`src/sv/dlbs_pkg.sv`:
```
// ----------------------------------------------------------------------------
// dlbs_pkg
// Shared types, codes and helpers of the distance level-of-detail sorter.
// ----------------------------------------------------------------------------
package dlbs_pkg;

	// Field widths
	localparam int POS_W    = 24;
	localparam int TAG_W    = 32;
	localparam int CMD_W    = 2;
	localparam int LEVEL_W  = 4;
	localparam int VALUE_W  = 11;
	localparam int CUT_W    = 24;
	localparam int NUM_CUT  = 8;
	localparam int SQ_W     = 2 * POS_W;
	localparam int D2_W     = SQ_W + 2;
	localparam int CFG_W    = 2 * CUT_W;
	localparam int CFG_IDX_W = 3;

	// Stream packing
	localparam int S_DATA_W = 3 * POS_W + TAG_W;
	localparam int M_BITS   = LEVEL_W + 2 * VALUE_W + 1 + TAG_W;
	localparam int M_DATA_W = ((M_BITS + 7) / 8) * 8;

	localparam int QUEUE_DEPTH = 4;

	localparam logic [LEVEL_W-1:0] NOT_DRAWN = 4'd8;
	localparam logic [CUT_W-1:0]   CUT_INF   = 24'hFFFFFF;

	localparam logic KIND_COUNT = 1'b0;
	localparam logic KIND_PLACE = 1'b1;

	typedef enum logic [CMD_W-1:0] {
		CMD_COUNT = 2'd0,
		CMD_CLOSE = 2'd1,
		CMD_PLACE = 2'd2,
		CMD_BEGIN = 2'd3
	} cmd_t;

	typedef enum logic [CFG_IDX_W-1:0] {
		REG_EYE_X   = 3'd0,
		REG_EYE_Y   = 3'd1,
		REG_EYE_Z   = 3'd2,
		REG_LEVELS  = 3'd3,
		REG_CUT_01  = 3'd4,
		REG_CUT_23  = 3'd5,
		REG_CUT_45  = 3'd6,
		REG_CUT_67  = 3'd7
	} reg_idx_t;

	typedef enum logic {
		BK_IDLE,
		BK_CLOSE
	} bk_state_t;

	typedef struct packed {
		logic signed [POS_W-1:0]        eye_x;
		logic signed [POS_W-1:0]        eye_y;
		logic signed [POS_W-1:0]        eye_z;
		logic [LEVEL_W-1:0]             level_count;
		logic [NUM_CUT-1:0][CUT_W-1:0]  cutoff;
	} cfg_t;

	// Classified command handed from front to back
	typedef struct packed {
		cmd_t               cmd;
		logic [LEVEL_W-1:0] level;
		logic [TAG_W-1:0]   tag;
	} q_entry_t;

	typedef struct packed {
		logic full;
		logic empty;
	} q_stat_t;

	// Number of levels in use, capped at the build limit
	function automatic logic [LEVEL_W-1:0] lv_in_use(input logic [LEVEL_W-1:0] lc,
		input logic [LEVEL_W-1:0] lim);
		return (lc > lim) ? lim : lc;
	endfunction

endpackage

```
`src/sv/dlbs_queue.sv`:
```
// ----------------------------------------------------------------------------
// dlbs_queue
// Short FIFO of classified commands between the front and the back.
// ----------------------------------------------------------------------------
module dlbs_queue import dlbs_pkg::*; (
	input  logic     clk,
	input  logic     arst_n,
	input  logic     push,
	input  q_entry_t push_entry,
	input  logic     pop,
	output q_entry_t head,
	output q_stat_t  qs
);

	localparam int QA_W = $clog2(QUEUE_DEPTH);

	q_entry_t mem_q [QUEUE_DEPTH];
	logic [QA_W-1:0] wr_ptr_q, rd_ptr_q;
	logic [QA_W:0]   cnt_q;

	assign qs.full  = (cnt_q == (QA_W+1)'(QUEUE_DEPTH));
	assign qs.empty = (cnt_q == '0);
	assign head     = mem_q[rd_ptr_q];

	// Advance pointers and occupancy
	always_ff @(posedge clk or negedge arst_n) begin
		if (!arst_n) begin
			wr_ptr_q <= '0;
			rd_ptr_q <= '0;
			cnt_q    <= '0;
		end else begin
			if (push) wr_ptr_q <= wr_ptr_q + 1'b1;
			if (pop)  rd_ptr_q <= rd_ptr_q + 1'b1;
			if (push && !pop)      cnt_q <= cnt_q + 1'b1;
			else if (pop && !push) cnt_q <= cnt_q - 1'b1;
		end
	end

	// Store entries
	always_ff @(posedge clk) begin
		if (push) mem_q[wr_ptr_q] <= push_entry;
	end

endmodule

```
`config.mk`:
```
export PLATFORM = sky130hd
export DESIGN_NAME = dlbs_queue
export DESIGN_NICKNAME = d
export VERILOG_FILES = /design/src/sv/dlbs_pkg.sv /design/src/sv/dlbs_queue.sv
export SDC_FILE = /design/constraint.sdc
export NUM_CORES = 1
export LEC_CHECK = 0
export ABC_AREA = 1
export BUFFER_PORTS_ARGS = -buffer_cell sky130_fd_sc_hd__buf_2
export CAP_MARGIN = 40
export CORE_ASPECT_RATIO = 1.1
export CORE_MARGIN = 1
export CORE_UTILIZATION = 52
export CTS_CLUSTER_DIAMETER = 100
export DETAILED_ROUTE_END_ITERATION = 6
export HOLD_SLACK_MARGIN = 0.06
export PLACE_DENSITY_LB_ADDON = 0.25
export SETUP_SLACK_MARGIN = 0.2
export SLEW_MARGIN = 40
export SYNTH_ARGS = -nofsm -noshare
export SYNTH_HDL_FRONTEND = slang
export SYNTH_SLANG_ARGS = --single-unit
```
`constraint.sdc`:
```
create_clock -name clk -period 1.81 [get_ports clk]
set_input_delay 0.362 -clock clk [delete_from_list [all_inputs] [get_ports clk]]
set_output_delay 0.362 -clock clk [all_outputs]
set_load 0.01 [all_outputs]
```
# --- After elaboration in Yosys (flattened, before gate mapping) ---
# Memory sizes are Yosys's and may differ from the RTL's.
# Index checks and enable logic that the tools add are counted.
word_totals:
  regBits: 7
  ramBits: 152
  inputBits: 42
  out_inout_bits: 40
  wordCells: 19
  n_memories: 1
op_classes:
  n_addsub: 4
  n_eq_ne: 1
  n_mux: 4
  reduce_logical: 6
mem_list:
  columns: ["name", "words", "width", "rd", "rd_clocked_by_memory_dff", "wr", "line", "source"]
  rows:
  - ["mem_q", 4, 38, 1, 0, 1, "dlbs_queue.sv:17", "q_entry_t mem_q [QUEUE_DEPTH];"]
ops:
  columns: ["operator", "n"]
  rows:
  - ["$mux W3", 2]
  - ["$add A2 B1 Y2 const B", 2]
  - ["$add A3 B1 Y3 const B", 1]
  - ["$eq A3 B3 Y1 const B", 1]
  - ["$logic_not A3 Y1", 1]
  - ["$sub A3 B1 Y3 const B", 1]
  - ["$logic_and A1 B1 Y1", 2]
  - ["$logic_not A1 Y1", 2]
  - ["$mux W1", 2]
  - ["$reduce_bool A2 Y1", 1]

# --- Logic depth before layout (Yosys ltp) ---
logic_depth:
  ltp_word: 4
  depth_mapped: 9
  mapped_depth_nobuf: 9

# --- Worst setup path after synthesis ---
# Ideal clock, no wire load.
synth_timing:
  path_type: "register -> register"
  from: "register wr_ptr_q[0]"
  to: "memory mem_q[2][0] (netlist name) (enable)"
  arrival_ps: 1413
  t_required_ps: 1417
  setup_slack_ps: 4
  path_stages_with_launch: 5
  n_path_buf: 0
  period_less_slack_ps: 1806
  path_cell_list: "dfrtp_1 inv_1 ha_1 nand2_1 inv_1"
synth_rtl:
  columns: ["item", "line", "source"]
  rows:
  - ["start, declared", "dlbs_queue.sv:18", "logic [QA_W-1:0] wr_ptr_q, rd_ptr_q;"]
  - ["start signal, assigned", "dlbs_queue.sv:32", "if (push) wr_ptr_q <= wr_ptr_q + 1'b1;"]
  - ["end, declared", "dlbs_queue.sv:17", null]
# Straight into the memory's write port.

==> summary.txt <==
outcome - finished with violations
failing checks - negative setup slack
sequential-to-total area share from yosys stat - 71.9%
antenna violations before repair - 0
most common cell after layout, fill and taps aside - edfxtp_1
FP Rows - 42
path depth of the worst reg2reg path - 7
utilization after layout - 65.0%
top routing layer used - met4
cells after synthesis - 491
adder-cell share of the synthesized area - 1.25%
Worst Setup Path Type - register to output pin
DRC viols - 0
Initial DRT Pass Iterations - 4
worst hold start - push_entry[8]
FF+latch count, synth - 159
flop-to-flop setup slack - 340 ps
Hold EP - mem_q[1][8]$_DFFE_PP_
Vias/cell - 5.13
unrepaired setup endpoints after global routing - true
clock transition at the registers of the reported paths - 60 ps
routability cong. - 0.707
max incr delay on CP - 540 ps
largest net degree at the start of global routing - 49
fill count - 882
final setup vio count - 38
number of global-route vias before repair - 3,762
post-synthesis mux area share - 0%
xor and xnor area share after synthesis - 0.531%
P_leak - 3.24 nW
Multi-input gate area - 0.00135 mm²
Hold Path Cell Cnt - 1
routed len/inst - 15.7 µm
synthesized area per cell - 13.4 µm²
crit path cell chain - buf_12 > o211ai_1 > nand2_1 > buf_2
pwr dens - 1670 mW/mm²
# diodes - 0
Top delay family on crit path - flip-flops
min Tclk post-route - 1950 ps
CP endpoint kind - output pin
flip-flop and latch area - 0.00475 mm²
Starting Density - 54.1%
FMAX - 513 MHz
post-route ant nets - 0
routed vias - 3,860
Peak supply drop - 1.17 mV
Final period util - 108%
number of port buffers - 81
Syn Nets - 539
CTS buffer count - 17
first-pass GRT wire length - 18.8 mm
final hold viol count - 0
setup TNS - -3900 ps
crit path DAT - 1590 ps
CP max FO - 48
Worst Max-Slew Pin Slew - 335 ps
setup ws final - -139 ps
final wirelength - 11.8 mm
iteration-0 DRC count of the detailed router - 222
GRT Overall Usage - 19.8%
Final HPWL DP - 7.08 mm
Mapped Area - 0.00660 mm²
Die H - 120 µm
max cap viols - 0
overall die width - 109 µm
ratio of cells with drive above 1 in the final layout - 28.7%
clk_lat worst skew - 410 ps
slowest CP cell - dfrtp_4
TritonCTS clock tree - built
Startpoint Class - register
H-tree depth - 4
Worst Path Buf+Inv - 2
FF-to-FF Start - cnt_q[0]$_DFFE_PN0P_
RR Endpoint - cnt_q[2]$_DFFE_PN0P_
most frequent cells in the layout - 152 x edfxtp_1, 127 x nand2_1, 82 x inv_1
met1 WL - 4.83 mm
Cell Area, Placed - 0.00724 mm²
DIE AREA - 0.0131 mm²
design area - 0.00792 mm²
Clock Skew - 10.2 ps
Longest Clk Path Bufs - 2
Synth Area in Simple Gates - 7.55%
Synth Warn # - 0
TritonCTS Sinks - 159
I/O pin count - 82
worst rel slew slack - 77.7%
GRT overflow - 0
Core ar. - 0.0122 mm²
DR WL met3 - 588 µm
Slew Viols, Final - 0
area delta synth->final - 20.1%
worst hold path type - input pin to register
Distinct cells, synth - 20
largest family of logic cells by synthesized area - compound AO/OA/AOI/OAI gates
met2 WL post-DR - 6.28 mm
Root Driver - clkbuf_16
post-layout net count - 634
Synth Area in Compound Gates - 10.9%
critical path data required time - 1450 ps
-- area by class of cell --
type	instances	share of cell area, %
well taps	154	2.43
flip-flops and latches	159	59.9
clock inverters	13	1.75
inverters	88	4.39
multi-input cells	218	17.1
repair buffers	102	8.84
clock buffers	19	5.59
-- worst reg2reg max path, cell delays in order, from the launching register on --
cell and delay [ps]:
dfrtp_2 440, buf_4 150, fa_1 430, inv_1 90, nand2_1 70, nand3_1 100, nand2_1 70, nand2_1 60
-- power breakdown --
part	leakage, nW	internal [mW]	switching, mW
logic	1.48	1.83	2.82
registers	1.48	4.84	0.279
clock network	0.285	2.07	1.37
total	3.24	8.74	4.47
-- synth_stat cells (all sizes together) --
cell type | number | area (µm²)
clkbuf | 2 | 7.51
xnor2 | 1 | 8.76
dfrtp | 7 | 175
nand3 | 1 | 5.00
nand2 | 127 | 477
edfxtp | 152 | 4560
fa | 1 | 20.0
xor2 | 3 | 26.3
inv | 88 | 330
o21ai | 1 | 5.00
o211ai | 76 | 716
nor3 | 2 | 10.0
ha | 5 | 62.6
buf | 24 | 181
nand4 | 1 | 6.26
-- registers in the layout (all words and copies together), names as in the netlist --
register and flops:
wr_ptr_q 2, rd_ptr_q 2, mem_q 152, cnt_q 3
-- how the worst max path moves through the flow --
stage                                 start                     end  slack [ps]  cells after the start
global route        rd_ptr_q[0]$_DFFE_PN0P_                 head[1]        -240                      4
CTS                 rd_ptr_q[0]$_DFFE_PN0P_                head[19]        -160                      4
floorplan           wr_ptr_q[0]$_DFFE_PN0P_   mem_q[0][0]$_DFFE_PP_         170                      4
global placement    wr_ptr_q[0]$_DFFE_PN0P_  mem_q[1][29]$_DFFE_PP_         210                      4
detailed placement  wr_ptr_q[0]$_DFFE_PN0P_  mem_q[1][29]$_DFFE_PP_         200                      4
finish              rd_ptr_q[0]$_DFFE_PN0P_                head[37]        -140                      4
-- cells by family (layout without fill, tap and decap cells) --
logic type,Yosys count,count (layout)
and+or+nand+nor,131,131
DFF,159,159
buffers and inverters,114,222
xor gates and xnor gates,4,4
AOI/OAI and AO/OA,77,77
adders and majority gates,6,6
-- per-stage QoR --
stage	total power, mW	hold WS [ps]	worst slack (ps)	instances
floorplan	8.17	66.4	168	491
global placement	9.60	209	211	714
detailed placement	9.74	217	195	714
CTS	13.3	149	-157	752
global route	14.0	144	-235	753
finish	13.2	163	-139	753
-- routing by layer --
metal  vias to the layer above  track usage, %
met1                      1865            24.7
met4                         0            7.25
met5                         -               0
met3                         8            5.00
li1                       1888               -
met2                        99            33.1
-- what timing repair did --
action,CTS,global route
endpoints found under the setup margin,70,39
gates resized for setup,7,2
endpoints found under the hold margin,7,0
hold buffers,1,0
buffers inserted,5,1
pin swaps,7,13
No activity file was read; power rests on OpenSTA's default activity.
