### config.mk
export PLATFORM = sky130hd
export DESIGN_NAME = dlbs_back
export DESIGN_NICKNAME = d
export VERILOG_FILES = /design/src/sv/dlbs_pkg.sv /design/src/sv/dlbs_back.sv
export SDC_FILE = /design/constraint.sdc
export NUM_CORES = 1
export LEC_CHECK = 0
export BUFFER_PORTS_ARGS = -buffer_cell sky130_fd_sc_hd__buf_2
export CORE_MARGIN = 2
export CORE_UTILIZATION = 50
export CTS_CLUSTER_DIAMETER = 30
export CTS_CLUSTER_SIZE = 30
export DETAILED_ROUTE_END_ITERATION = 16
export PLACE_DENSITY = 0.78
export SYNTH_ARGS = -nofsm -noshare
export SYNTH_HDL_FRONTEND = slang
export SYNTH_SLANG_ARGS = --single-unit
### constraint.sdc
create_clock -name clk -period 6.9 [get_ports clk]
set_input_delay 0.69 -clock clk [delete_from_list [all_inputs] [get_ports clk]]
set_output_delay 0.69 -clock clk [all_outputs]
set_load 0.005 [all_outputs]
### src/sv/dlbs_pkg.sv
// ----------------------------------------------------------------------------
// dlbs_pkg
// Shared types, codes and helpers of the distance level-of-detail sorter.
// ----------------------------------------------------------------------------
package dlbs_pkg;

	// Field widths
	localparam int POS_W    = 24;
	localparam int TAG_W    = 32;
	localparam int CMD_W    = 2;
	localparam int LEVEL_W  = 4;
	localparam int VALUE_W  = 11;
	localparam int CUT_W    = 24;
	localparam int NUM_CUT  = 8;
	localparam int SQ_W     = 2 * POS_W;
	localparam int D2_W     = SQ_W + 2;
	localparam int CFG_W    = 2 * CUT_W;
	localparam int CFG_IDX_W = 3;

	// Stream packing
	localparam int S_DATA_W = 3 * POS_W + TAG_W;
	localparam int M_BITS   = LEVEL_W + 2 * VALUE_W + 1 + TAG_W;
	localparam int M_DATA_W = ((M_BITS + 7) / 8) * 8;

	localparam int QUEUE_DEPTH = 4;

	localparam logic [LEVEL_W-1:0] NOT_DRAWN = 4'd8;
	localparam logic [CUT_W-1:0]   CUT_INF   = 24'hFFFFFF;

	localparam logic KIND_COUNT = 1'b0;
	localparam logic KIND_PLACE = 1'b1;

	typedef enum logic [CMD_W-1:0] {
		CMD_COUNT = 2'd0,
		CMD_CLOSE = 2'd1,
		CMD_PLACE = 2'd2,
		CMD_BEGIN = 2'd3
	} cmd_t;

	typedef enum logic [CFG_IDX_W-1:0] {
		REG_EYE_X   = 3'd0,
		REG_EYE_Y   = 3'd1,
		REG_EYE_Z   = 3'd2,
		REG_LEVELS  = 3'd3,
		REG_CUT_01  = 3'd4,
		REG_CUT_23  = 3'd5,
		REG_CUT_45  = 3'd6,
		REG_CUT_67  = 3'd7
	} reg_idx_t;

	typedef enum logic {
		BK_IDLE,
		BK_CLOSE
	} bk_state_t;

	typedef struct packed {
		logic signed [POS_W-1:0]        eye_x;
		logic signed [POS_W-1:0]        eye_y;
		logic signed [POS_W-1:0]        eye_z;
		logic [LEVEL_W-1:0]             level_count;
		logic [NUM_CUT-1:0][CUT_W-1:0]  cutoff;
	} cfg_t;

	// Classified command handed from front to back
	typedef struct packed {
		cmd_t               cmd;
		logic [LEVEL_W-1:0] level;
		logic [TAG_W-1:0]   tag;
	} q_entry_t;

	typedef struct packed {
		logic full;
		logic empty;
	} q_stat_t;

	// Number of levels in use, capped at the build limit
	function automatic logic [LEVEL_W-1:0] lv_in_use(input logic [LEVEL_W-1:0] lc,
		input logic [LEVEL_W-1:0] lim);
		return (lc > lim) ? lim : lc;
	endfunction

endpackage

### src/sv/dlbs_back.sv
// ----------------------------------------------------------------------------
// dlbs_back
// Carries out queued commands on the level counts and cursors and drives
// the result stream through an output register.
// ----------------------------------------------------------------------------
module dlbs_back import dlbs_pkg::*; #(
	parameter int MAX_LEVELS    = 8,
	parameter int MAX_INSTANCES = 1024
) (
	input  logic                clk,
	input  logic                arst_n,
	input  logic [LEVEL_W-1:0]  level_count,
	input  q_entry_t            head,
	input  q_stat_t             qs,
	output logic                pop,
	output logic                m_axis_tvalid,
	input  logic                m_axis_tready,
	// level, value, offset, drawn, tag_out, zero fill
	output logic [M_DATA_W-1:0] m_axis_tdata,
	// kind
	output logic [0:0]          m_axis_tuser,
	// last
	output logic                m_axis_tlast
);

	localparam int CW  = $clog2(MAX_INSTANCES + 1);
	localparam int LIW = (MAX_LEVELS > 1) ? $clog2(MAX_LEVELS) : 1;
	localparam logic [CW:0] MAXV = (CW+1)'(MAX_INSTANCES);

	bk_state_t state_q, state_d;
	logic [CW-1:0]  counts_q  [MAX_LEVELS];
	logic [CW-1:0]  cursors_q [MAX_LEVELS];
	logic [LIW-1:0] step_q;
	logic [CW-1:0]  at_q;

	logic [LEVEL_W-1:0] n_lv;
	logic [LIW-1:0]     sel;
	logic [CW-1:0]      cnt_sel, cur_sel;
	logic [CW:0]        at_sum;
	logic [CW-1:0]      at_next;
	logic [CW-1:0]      cnt_inc, cur_inc;
	logic               drawn_h, out_free, step_last;

	// Control decoded per cycle
	logic clr_all, clr_cur, inc_cnt, inc_cur, ld_cur, step_adv, close_start;
	logic emit_place, emit_report;

	// Output register
	logic               o_valid_q;
	logic               o_kind_q;
	logic [LEVEL_W-1:0] o_level_q;
	logic [VALUE_W-1:0] o_value_q, o_offset_q;
	logic               o_drawn_q;
	logic [TAG_W-1:0]   o_tag_q;
	logic               o_last_q;

	logic [CW+VALUE_W-1:0] cnt_ext, cur_ext, at_ext;

	assign n_lv      = lv_in_use(level_count, LEVEL_W'(MAX_LEVELS));
	assign drawn_h   = (head.level != NOT_DRAWN);
	assign out_free  = !o_valid_q || m_axis_tready;
	assign sel       = (state_q == BK_CLOSE) ? step_q : head.level[LIW-1:0];
	assign cnt_sel   = counts_q[sel];
	assign cur_sel   = cursors_q[sel];
	assign step_last = (LEVEL_W'(step_q) + 1'b1 == n_lv);

	// Saturating updates
	assign cnt_inc = (cnt_sel == MAXV[CW-1:0]) ? cnt_sel : cnt_sel + 1'b1;
	assign cur_inc = (cur_sel == MAXV[CW-1:0]) ? cur_sel : cur_sel + 1'b1;
	assign at_sum  = {1'b0, at_q} + {1'b0, cnt_sel};
	assign at_next = (at_sum > MAXV) ? MAXV[CW-1:0] : at_sum[CW-1:0];

	// Mask counts to the value field width
	assign cnt_ext = {{VALUE_W{1'b0}}, cnt_sel};
	assign cur_ext = {{VALUE_W{1'b0}}, cur_sel};
	assign at_ext  = {{VALUE_W{1'b0}}, at_q};

	// Next state and command decode
	always_comb begin
		state_d     = state_q;
		pop         = 1'b0;
		clr_all     = 1'b0;
		clr_cur     = 1'b0;
		inc_cnt     = 1'b0;
		inc_cur     = 1'b0;
		ld_cur      = 1'b0;
		step_adv    = 1'b0;
		close_start = 1'b0;
		emit_place  = 1'b0;
		emit_report = 1'b0;
		unique case (state_q)
			BK_IDLE: begin
				if (!qs.empty) begin
					unique case (head.cmd)
						CMD_BEGIN: begin
							clr_all = 1'b1;
							pop     = 1'b1;
						end
						CMD_COUNT: begin
							inc_cnt = drawn_h;
							pop     = 1'b1;
						end
						CMD_PLACE: begin
							if (out_free) begin
								emit_place = 1'b1;
								inc_cur    = drawn_h;
								pop        = 1'b1;
							end
						end
						CMD_CLOSE: begin
							if (n_lv == '0) begin
								clr_cur = 1'b1;
								pop     = 1'b1;
							end else begin
								close_start = 1'b1;
								state_d     = BK_CLOSE;
							end
						end
						default: ;
					endcase
				end
			end
			BK_CLOSE: begin
				if (out_free) begin
					emit_report = 1'b1;
					ld_cur      = 1'b1;
					clr_cur     = (step_q == '0);
					step_adv    = 1'b1;
					if (step_last) begin
						pop     = 1'b1;
						state_d = BK_IDLE;
					end
				end
			end
			default: state_d = BK_IDLE;
		endcase
	end

	always_ff @(posedge clk or negedge arst_n) begin
		if (!arst_n) begin
			state_q <= BK_IDLE;
		end else begin
			state_q <= state_d;
		end
	end

	// Update counts, cursors and the close walk
	always_ff @(posedge clk or negedge arst_n) begin
		if (!arst_n) begin
			for (int i = 0; i < MAX_LEVELS; i++) begin
				counts_q[i]  <= '0;
				cursors_q[i] <= '0;
			end
			step_q <= '0;
			at_q   <= '0;
		end else begin
			if (clr_all) begin
				for (int i = 0; i < MAX_LEVELS; i++) counts_q[i] <= '0;
			end else if (inc_cnt) begin
				counts_q[sel] <= cnt_inc;
			end
			for (int i = 0; i < MAX_LEVELS; i++) begin
				if (ld_cur && LIW'(i) == sel) begin
					cursors_q[i] <= at_q;
				end else if (inc_cur && LIW'(i) == sel) begin
					cursors_q[i] <= cur_inc;
				end else if (clr_all || clr_cur) begin
					cursors_q[i] <= '0;
				end
			end
			if (close_start) begin
				step_q <= '0;
				at_q   <= '0;
			end else if (step_adv) begin
				step_q <= step_q + 1'b1;
				at_q   <= at_next;
			end
		end
	end

	// Hold or drop the output transaction
	always_ff @(posedge clk or negedge arst_n) begin
		if (!arst_n) begin
			o_valid_q <= 1'b0;
		end else if (emit_place || emit_report) begin
			o_valid_q <= 1'b1;
		end else if (m_axis_tready) begin
			o_valid_q <= 1'b0;
		end
	end

	always_ff @(posedge clk) begin
		if (emit_place) begin
			o_kind_q   <= KIND_PLACE;
			o_level_q  <= head.level;
			o_value_q  <= drawn_h ? cur_ext[VALUE_W-1:0] : '0;
			o_offset_q <= '0;
			o_drawn_q  <= drawn_h;
			o_tag_q    <= head.tag;
			o_last_q   <= 1'b1;
		end else if (emit_report) begin
			o_kind_q   <= KIND_COUNT;
			o_level_q  <= LEVEL_W'(step_q);
			o_value_q  <= cnt_ext[VALUE_W-1:0];
			o_offset_q <= at_ext[VALUE_W-1:0];
			o_drawn_q  <= 1'b0;
			o_tag_q    <= '0;
			o_last_q   <= step_last;
		end
	end

	assign m_axis_tvalid = o_valid_q;
	assign m_axis_tuser  = o_kind_q;
	assign m_axis_tlast  = o_last_q;
	assign m_axis_tdata  = M_DATA_W'({o_tag_q, o_drawn_q, o_offset_q, o_value_q, o_level_q});

`ifndef SYNTHESIS
	a_close_has_cmd: assert property (@(posedge clk) disable iff (!arst_n)
		state_q == BK_CLOSE |-> !qs.empty)
		else $error("close walk running with an empty queue");

	a_place_last: assert property (@(posedge clk) disable iff (!arst_n)
		(o_valid_q && o_kind_q == KIND_PLACE) |-> o_last_q)
		else $error("placement result without last");

	a_not_drawn: assert property (@(posedge clk) disable iff (!arst_n)
		(o_valid_q && o_kind_q == KIND_PLACE && !o_drawn_q)
		|-> (o_level_q == NOT_DRAWN && o_value_q == '0))
		else $error("not-drawn placement carries a level or slot");

	a_report_burst: assert property (@(posedge clk) disable iff (!arst_n)
		(o_valid_q && o_kind_q == KIND_COUNT && !o_last_q && m_axis_tready)
		|=> (o_valid_q && o_kind_q == KIND_COUNT))
		else $error("count report burst broken");
`endif

endmodule

Word level (Yosys, flattened, before mapping). Index checks and enable logic that the tools add are counted.

Add/sub/neg operators: 5. Magnitude comparators: 4. Eq/ne operators: 14. Multiplexer cells: 80. Bitwise operators: 2. Reduce and logical (&&, ||, !) cells: 38.

Operator list (count): 11-bit 2-to-1 mux (30); 88-bit 2-to-1 mux (2); 88-bit bitwise mux (1); 11-bit binary-select mux with 3-bit select (2); 32-bit 2-to-1 mux (2); 11-bit demux with 3-bit select (1); 1-bit 2-to-1 mux (32); 3-bit nonzero test (8); 11-bit by 1-bit adder with 11-bit output (second input constant) (2); 11-bit equality test (second input constant) (2); 1-bit logical AND (17); 11-bit by 11-bit adder with 12-bit output (1); 3-bit equality test (first input constant) (4); 12-bit by 11-bit greater-than comparator with 1-bit output (second input constant) (1); 4-bit 2-to-1 mux (3); 3-bit 2-to-1 mux (3); 2-bit nonzero test (4); 2-bit by 3-bit equality test with 1-bit output (first input constant) (2); 3-bit logical NOT (2); 1-bit one-hot mux with 2 select lines (3); 3-bit by 1-bit adder with 4-bit output (second input constant) (1); 2-bit equality test (second input constant) (2); 4-bit equality test (1); 4-bit >= comparator (second input constant) (1); 14 further kinds (16).

Bits in registers: 253. Input port bits: 47. Logic and storage cells: 170.

Logic depth before layout (Yosys ltp). Gate-level depths: netlist (run 1).

Depth after elaboration: 11. Depth in mapped cells: 18.

Least setup slack after synthesis (run 1). OpenSTA, ideal clock, no wires.

Path type: input to register. Start point: in head[33] in the netlist's numbering. End point: reg at_q[0]. Setup time: 0.066 ns. Arrival time: 4.061 ns. Data required time: 6.834 ns. Path slack: 2.772 ns. Stages: 17. Path through: buf_6 or3b_1 clkbuf_1 a21oi_1 nor4_2 mux2i_2 inv_1 ha_1 o21ai_0 nor2_1 o21a_1 o21ai_0 o21ai_0 a211o_1 a211oi_1 clkbuf_1 a22o_1.

Word-level cells in the longest chain between the ends: 10.

Ends and longest elaborated chain: start: declaration (RTL line dlbs_back.sv:13) `input q_entry_t head,`; 3-bit 2-to-1 mux * (RTL line dlbs_back.sv:62) `assign sel = (state_q == BK_CLOSE) ? step_q : head.level[LIW-1:0];`; 3-bit NOT with 4-bit output (not written as such) * (RTL line dlbs_back.sv:63) `assign cnt_sel = counts_q[sel];`; 11-bit binary-select mux with 3-bit select * (RTL line dlbs_back.sv:63); 11-bit 2-to-1 mux (not written as such) * (2 in series) (RTL line dlbs_back.sv:63); 11-bit by 11-bit adder with 12-bit output * (RTL line dlbs_back.sv:70) `assign at_sum = {1'b0, at_q} + {1'b0, cnt_sel};`; 12-bit by 11-bit greater-than comparator with 1-bit output (RTL line dlbs_back.sv:71) `assign at_next = (at_sum > MAXV) ? MAXV[CW-1:0] : at_sum[CW-1:0];`; 11-bit 2-to-1 mux * (RTL line dlbs_back.sv:71); 11-bit 2-to-1 mux * (RTL line dlbs_back.sv:174) `end else if (step_adv) begin`; 11-bit 2-to-1 mux * (RTL line dlbs_back.sv:171) `if (close_start) begin`; end signal: assignment (RTL line dlbs_back.sv:176) `at_q <= at_next;`; end: declaration (RTL line dlbs_back.sv:34) `logic [CW-1:0] at_q;`.

Every way passes the cells marked *; elsewhere a longest branch is shown, timed or not. The select of a mux whose other input is x is not followed. A chain may end at the register's enable or synchronous reset.

Worst setup path in the final report (run 1).
Start point: reg state_q. End point: reg at_q[5].

Word-level cells in the longest chain between the ends: 10. Elaborated cells on any way between the ends: 13.

Ends and longest elaborated chain: start: declaration (RTL line dlbs_back.sv:30) `bk_state_t state_q, state_d;`; start signal: assignment (RTL line dlbs_back.sv:143) `state_q <= state_d;`; 3-bit 2-to-1 mux (RTL line dlbs_back.sv:62); 3-bit NOT with 4-bit output (not written as such) (RTL line dlbs_back.sv:63); 11-bit binary-select mux with 3-bit select (RTL line dlbs_back.sv:63); 11-bit 2-to-1 mux (not written as such) (2 in series) (RTL line dlbs_back.sv:63); 11-bit by 11-bit adder with 12-bit output (RTL line dlbs_back.sv:70); 12-bit by 11-bit greater-than comparator with 1-bit output (RTL line dlbs_back.sv:71); 11-bit 2-to-1 mux (RTL line dlbs_back.sv:71); 11-bit 2-to-1 mux (RTL line dlbs_back.sv:174); 11-bit 2-to-1 mux (RTL line dlbs_back.sv:171).

Several ways; a longest one is shown, not always the timed one. The select of a mux whose other input is x is not followed.

==> impl_metrics.csv, run 1 <==
group,metric,value,unit
status,outcome,"finished clean",
floorplanning,core_area,26700,sq um
detailed_routing,drtIter0Drc,1670,
clock_network,holdBufCountCts,0,
timing,worst_slew_pin_slew,1390,ps
cells_and_area,area_delta_synth_final,17.4,%
detailed_routing,firstDrtPassIters,12,
global_routing,grt_pass1_wl,70.6,mm
power,ir_drop,0.210,mV
synthesis,synth_top_family_by_area,"compound AO/OA/AOI/OAI gates",
floorplanning,ioPinCount,115,
floorplanning,fp.dieH,168,microns
cells_and_area,diodes,0,
setup_path,path_class,"flop to flop",
detailed_routing,drt_wl_total,46.5,mm
timing,slew_headroom,6.65,%
clock_network,cts_tree,"built",
global_routing,antenna_found_initial,1,
synthesis,ys.flop_type,"dfrtp_1",
synthesis,yosysWarnings,0,
clock_network,path_clk_slew,50,ps
timing,setup_viol,0,
detailed_routing,drcViolationCount,0,
setup_path,r2r_start,"state_q",
power,power_density,524,nW/um^2
power,power.leakage,6.97,nW
detailed_routing,num_vias,12117,
timing,post-route-min-period,5760,ps
synthesis,synth-compound-area-share,24.1,%
timing,tns,0,ps
floorplanning,rows,60,
synthesis,synth.top_cell.area_share,35.5,%
setup_path,worstReg2RegEnd,"at_q[5]",
synthesis,synth_simple_gate_area_share,12.8,%
clock_network,cts.repair.resized,0,
setup_path,r2r_slack,1140,ps
synthesis,yosysTopAreaCell,"dfrtp_1",
detailed_routing,final_antenna_net_count,0,
timing,rsz0062_at_grt,"false",
global_routing,grt_use_total,32.5,%
synthesis,synth.distinct_cells,92,
global_routing,grt-ovfl-total,0,
floorplanning,die_x,168,microns
detailed_routing,wl_per_cell,26.3,microns
setup_path,ff2ff_path_depth,14,
timing,hold_violations,0,
cells_and_area,drive_gt1_share,21.5,%
synthesis,synth_xor_area_share,2.06,%
cells_and_area,final_nets,1460,
setup_path,cp-start-kind,"flop",
synthesis,async_flop_share,75.9,%
clock_network,h-tree-depth,2,
synthesis,ys_seq_area_share,48.1,%
placed_design,place_inst,1683,
clock_network,clk_latency,560,ps
placed_design,gp_congestion,1.03,
synthesis,synth-edff-count,48,
setup_path,cp_data_arrival_time,6230,ps
timing,drv_slew,0,
cells_and_area,fillers,2161,
placed_design,io_buffers,108,
timing,max_freq,174,MHz
global_routing,grt_max_degree,112,
placed_design,hpwlAfterDp,30.8,mm
flow_run,max_cap_violations,0,
timing,fin_crit_sh,83.4,%
clock_network,clockRootBuffer,"clkbuf_16",
setup_path,cp_max_fo,39,
synthesis,syn_area_per_cell,10.4,sq um
synthesis,syn_inst,1298,
timing,skew,26.1,ps
synthesis,synthAdderAreaFrac,2.18,%
synthesis,synthTopCellsByArea,"dfrtp_1 36%, edfxtp_1 11%, a22oi_1 4.9%",
clock_network,clock_sinks,253,
timing,setup_ws,1140,ps
cells_and_area,final-instance-count-excl-fill,1767,
floorplanning,start_util,50.6,%
clock_network,cts_buffers,46,
synthesis,synth_area,13500,sq um
hold_path,hold_path_class,"input pin to asynchronous set/reset pin",
detailed_routing,via_per_inst,6.86,
setup_path,required,7370,ps
global_routing,grt_pass1_vias,11919,
placed_design,pre_cts_ws,1330,ps
floorplanning,die-area,28400,sq um
synthesis,ys_seq_elements,253,
clock_network,cts_setup_buffers,0,
setup_path,endpoint_kind,"flop",
clock_network,clockBufferDepth,3,
synthesis,muxShareOfSynthArea,5.61,%
[synthesized netlist by cell type, drive strengths merged, types with 6 or more instances]
cell and n:
a222oi 14, o221ai 11, nor3 36, nand3b 10
a22oi 90, nand2 105, nor2b 6, nor2 53
xor2 6, a211oi 6, o22a 7, edfxtp 48
nand4 6, inv 36, a21oi 61, dfxtp 13
buf 50, a22o 74, o22ai 25, nand2b 9
dfrtp 192, xnor2 16, clkbuf 47, and2 38
nand3 26, o21ai 137, ha 22, mux2 25
nor4 13, a21o 9, mux2i 39, a31oi 9
[metal layers]
| layer | vias to the layer above | GRT usage (%) | share of wire (%) |
|---|---|---|---|
| li1 | 5113 | - | - |
| met1 | 5829 | 41.8 | 37 |
| met2 | 954 | 48.9 | 43 |
| met3 | 221 | 10.1 | 14 |
| met4 | 0 | 18.1 | 6.0 |
| met5 | - | 0 | 0 |
[final cells by class]
type | count | area [sq um] | area share, %
Clock buffer | 53 | 1240 | 7.80
Multi-Input combinational cell | 916 | 6410 | 40.4
Sequential cell | 253 | 6510 | 41.0
Inverter | 36 | 135 | 0.851
Clock inverter | 31 | 395 | 2.49
Tap cell | 341 | 427 | 2.69
Timing Repair Buffer | 137 | 767 | 4.83
[where the power goes]
group          switching, mW  internal [mW]  total, mW
Sequential             0.419           2.00       2.42
Clock                  0.853           1.51       2.36
Combinational           2.36           1.18       3.54
Total                   3.63           4.69       8.32
[cell families (layout without fill, tap and decap cells)]
family / after synthesis / in the layout
AND/OR/NAND/NOR: 323 / 323
XOR/XNOR: 22 / 22
AO/OA/AOI/OAI: 476 / 476
other: 1 / 5
buffers and inverters: 133 / 257
multiplexers: 67 / 67
flip-flops: 253 / 253
adder cells (fa/ha/maj): 23 / 23
[layout by cell type, fill, tap and decap left out, drive strengths merged, types with 7 or more instances in the layout]
cell type / instances
and2: 38
a21o: 9
dfrtp: 192
nand2: 105
nand2b: 9
clkinv: 11
inv: 46
nor3: 36
xnor2: 16
o22ai: 25
edfxtp: 48
nand3: 26
o22a: 7
nor2: 53
nand3b: 10
o21ai: 137
a21oi: 61
mux2i: 39
ha: 22
a22oi: 90
nor4: 13
mux2: 25
a22o: 74
o221ai: 11
clkbuf: 54
a222oi: 14
a31oi: 9
buf: 136
dfxtp: 13
[worst max-delay path by stage]
stage,start,cells past startpoint,endpoint
2_1_floorplan,head[33],17,at_q[0]
3_3_place_gp,head[32],16,at_q[5]
5_1_grt,state_q,14,at_q[5]
3_5_place_dp,head[32],16,at_q[5]
4_1_cts,state_q,14,at_q[5]
6_report,state_q,14,at_q[5]
[registers in the layout, summed over array words and instances, names as in the netlist, 3 cells and up]
name / cells
counts_q: 88
cursors_q: 88
o_tag_q: 32
at_q: 11
o_value_q: 11
o_offset_q: 11
step_q: 3
o_level_q: 4
[metrics by stage]
step                util (%)  area (sq um)  hold slack [ps]  power [mW]
floorplan                  -         13500              394        4.59
global placement        53.3         14200              435        5.73
detailed placement      53.3         14200              431        5.80
CTS                     59.4         15900              304        8.17
global route            59.4         15900              333        8.63
finish                  59.4         15900              240        8.32
[critical path: stages, from the launching register on]
cell and delay (ps):
dfrtp_2 910, nor2b_1 900, a22oi_1 280, a31oi_1 730
inv_1 200, ha_1 380, o21ai_0 90, nor2_1 80
o21a_1 190, o21ai_0 310, o21ai_0 190, a211o_1 290
a211oi_1 690, buf_4 270, a32o_1 160
No activity file was read; power rests on OpenSTA's default activity.
==> run 2: changes to the inputs <==
PLACE_DENSITY = 0.8   (was 0.78)
clock period = 4.7 ns   (was 6.9 ns; I/O delays follow)
==> run 2 against run 1 <==
  * Clock skew is 8.5 ps higher
  * Final cell count up 1.8%
  * Register-to-register slack got worse by 850 ps
  * Critical endpoint unchanged
  * Clock power is 44% higher
==> impl_metrics.csv, run 2 (synthesized netlist as in run 1, its figures left out) <==
group,metric,value,unit
cells_and_area,area_delta_synth_final,19.0,%
power,power_density,766,nW/um^2
timing,tns,0,ps
detailed_routing,drcViolationCount,0,
power,ir_drop,0.373,mV
cells_and_area,final_cell_mix,"189 x dfrtp_1, 107 x buf_2, 104 x o21ai_0, 101 x nand2_1, 89 x a22oi_1",
placed_design,gp_congestion,1.02,
floorplanning,start_util,50.6,%
global_routing,grt_max_degree,99,
floorplanning,die_x,168,microns
timing,fin_crit_sh,93.7,%
detailed_routing,drt_wl_total,46.0,mm
detailed_routing,wl_per_cell,25.6,microns
global_routing,grt_use_total,32.1,%
timing,drv_slew,0,
global_routing,grt_pass1_wl,70.2,mm
global_routing,grt_pass1_vias,12120,
floorplanning,fp.dieH,168,microns
timing,max_freq,227,MHz
floorplanning,ioPinCount,115,
flow_run,max_cap_violations,0,
cells_and_area,fillers,2135,
status,outcome,"finished clean",
timing,post-route-min-period,4400,ps
power,pwr-share-clk,27.5,%
detailed_routing,via_per_inst,6.82,
clock_network,path_clk_slew,60,ps
cells_and_area,final_common_cell,"dfrtp_1",
clock_network,clk_latency,560,ps
cells_and_area,drive_gt1_share,22.9,%
timing,hold_violations,0,
setup_path,ff2ff_path_depth,15,
global_routing,grt-ovfl-total,0,
floorplanning,rows,60,
setup_path,cp_max_fo,31,
clock_network,h-tree-depth,2,
detailed_routing,final_antenna_net_count,0,
setup_path,endpoint_kind,"flop",
detailed_routing,drtIter0Drc,1799,
cells_and_area,multi_input_area,6400,sq um
clock_network,clockBufferDepth,3,
timing,skew,34.6,ps
floorplanning,core_area,26700,sq um
placed_design,io_buffers,108,
setup_path,cp_data_arrival_time,4870,ps
cells_and_area,utilization,60.2,%
cells_and_area,ff_latch_area,6510,sq um
timing,setup_viol,0,
power,swShare,43.8,%
power,switchingPower,5.40,mW
clock_network,cts_setup_buffers,0,
clock_network,clockRootBuffer,"clkbuf_16",
placed_design,hpwlAfterDp,31.1,mm
power,seqPwrFrac,28.6,%
hold_path,hold_path_class,"input pin to asynchronous set/reset pin",
power,power_frac_comb,43.9,%
floorplanning,die-area,28400,sq um
clock_network,clock_sinks,253,
power,power.leakage,7.11,nW
detailed_routing,firstDrtPassIters,7,
clock_network,cts_tree,"built",
cells_and_area,final_nets,1491,
power,internal_power,6.93,mW
cells_and_area,top_regs,"counts_q x88, cursors_q x88, o_tag_q x32",
setup_path,path_class,"flop to flop",
global_routing,antenna_found_initial,0,
setup_path,required,5160,ps
timing,rsz0062_at_grt,"false",
timing,setup_ws,295,ps
timing,worst_slew_pin_slew,1320,ps
detailed_routing,num_vias,12259,
clock_network,cts_buffers,44,
setup_path,cp-start-kind,"flop",
timing,slew_headroom,11.8,%
placed_design,pre_cts_ws,288,ps
## run 2: layer usage
layer	wire length (microns)	track usage, %	vias up
li1	-	-	5159
met1	16900	41.6	5888
met2	20000	49.2	994
met3	6520	9.33	218
met4	2550	16.8	0
met5	0	0	-
## run 2: worst paths after layout
| kind | startpoint | end | slack, ps |
|---|---|---|---|
| worst max-delay path | state_q | at_q[5] | 300 |
| worst min-delay path | arst_n | counts_q[63] | 30 |
| worst max register to register | state_q | at_q[5] | 300 |
| worst min register to register | m_axis_tuser | m_axis_tuser | 450 |
| max in group asynchronous | arst_n | cursors_q[20] | 3660 |
| min in group clk | head[2] | o_tag_q[2] | 190 |
## run 2: cell type report
cell class | count | area share [%]
flip-flops and latches | 253 | 40.5
clock buffers | 50 | 7.24
repair buffers | 170 | 6.38
clock inverters | 31 | 2.63
inverters | 36 | 0.840
well taps | 341 | 2.65
multi-input cells | 916 | 39.8
diodes | 1 | 0.0156
## run 2: power by group through the flow
stage	combinational, mW	clock, mW	sequential [mW]
6_report	5.41	3.39	3.53
5_1_grt	5.70	3.48	3.58
4_1_cts	5.19	3.39	3.49
3_5_place_dp	5.15	0	3.51
3_3_place_gp	5.06	0	3.49
2_1_floorplan	3.47	0	3.26
## run 2: what timing repair did
item / 4_1_cts / 5_1_grt
hold buffers: 0 / 0
endpoints found under the hold margin: 0 / 0
setup endpoints to repair: 0 / 11
resized for setup: 0 / 4
## run 2: metrics by stage
step                std cells  area, sq um  hold WS (ps)  power [mW]
global route             1797        16100          98.8        12.8
CTS                      1797        16100          61.2        12.1
detailed placement       1716        14500           437        8.66
finish                   1798        16100          25.4        12.3
floorplan                1302        13500           174        6.74
global placement         1716        14500           437        8.55
## run 2: worst max-delay path: stages (launching register included)
cell and delay (ps):
dfrtp_4 690, or3b_2 620, a21oi_1 190, nor4_1 100, a31o_2 280, ha_1 240
fa_1 430, a211oi_1 260, nor2_1 110, nor3_1 200, o21bai_1 110, a21oi_1 270
nor3_1 90, a211oi_1 320, buf_4 210, a32o_1 160
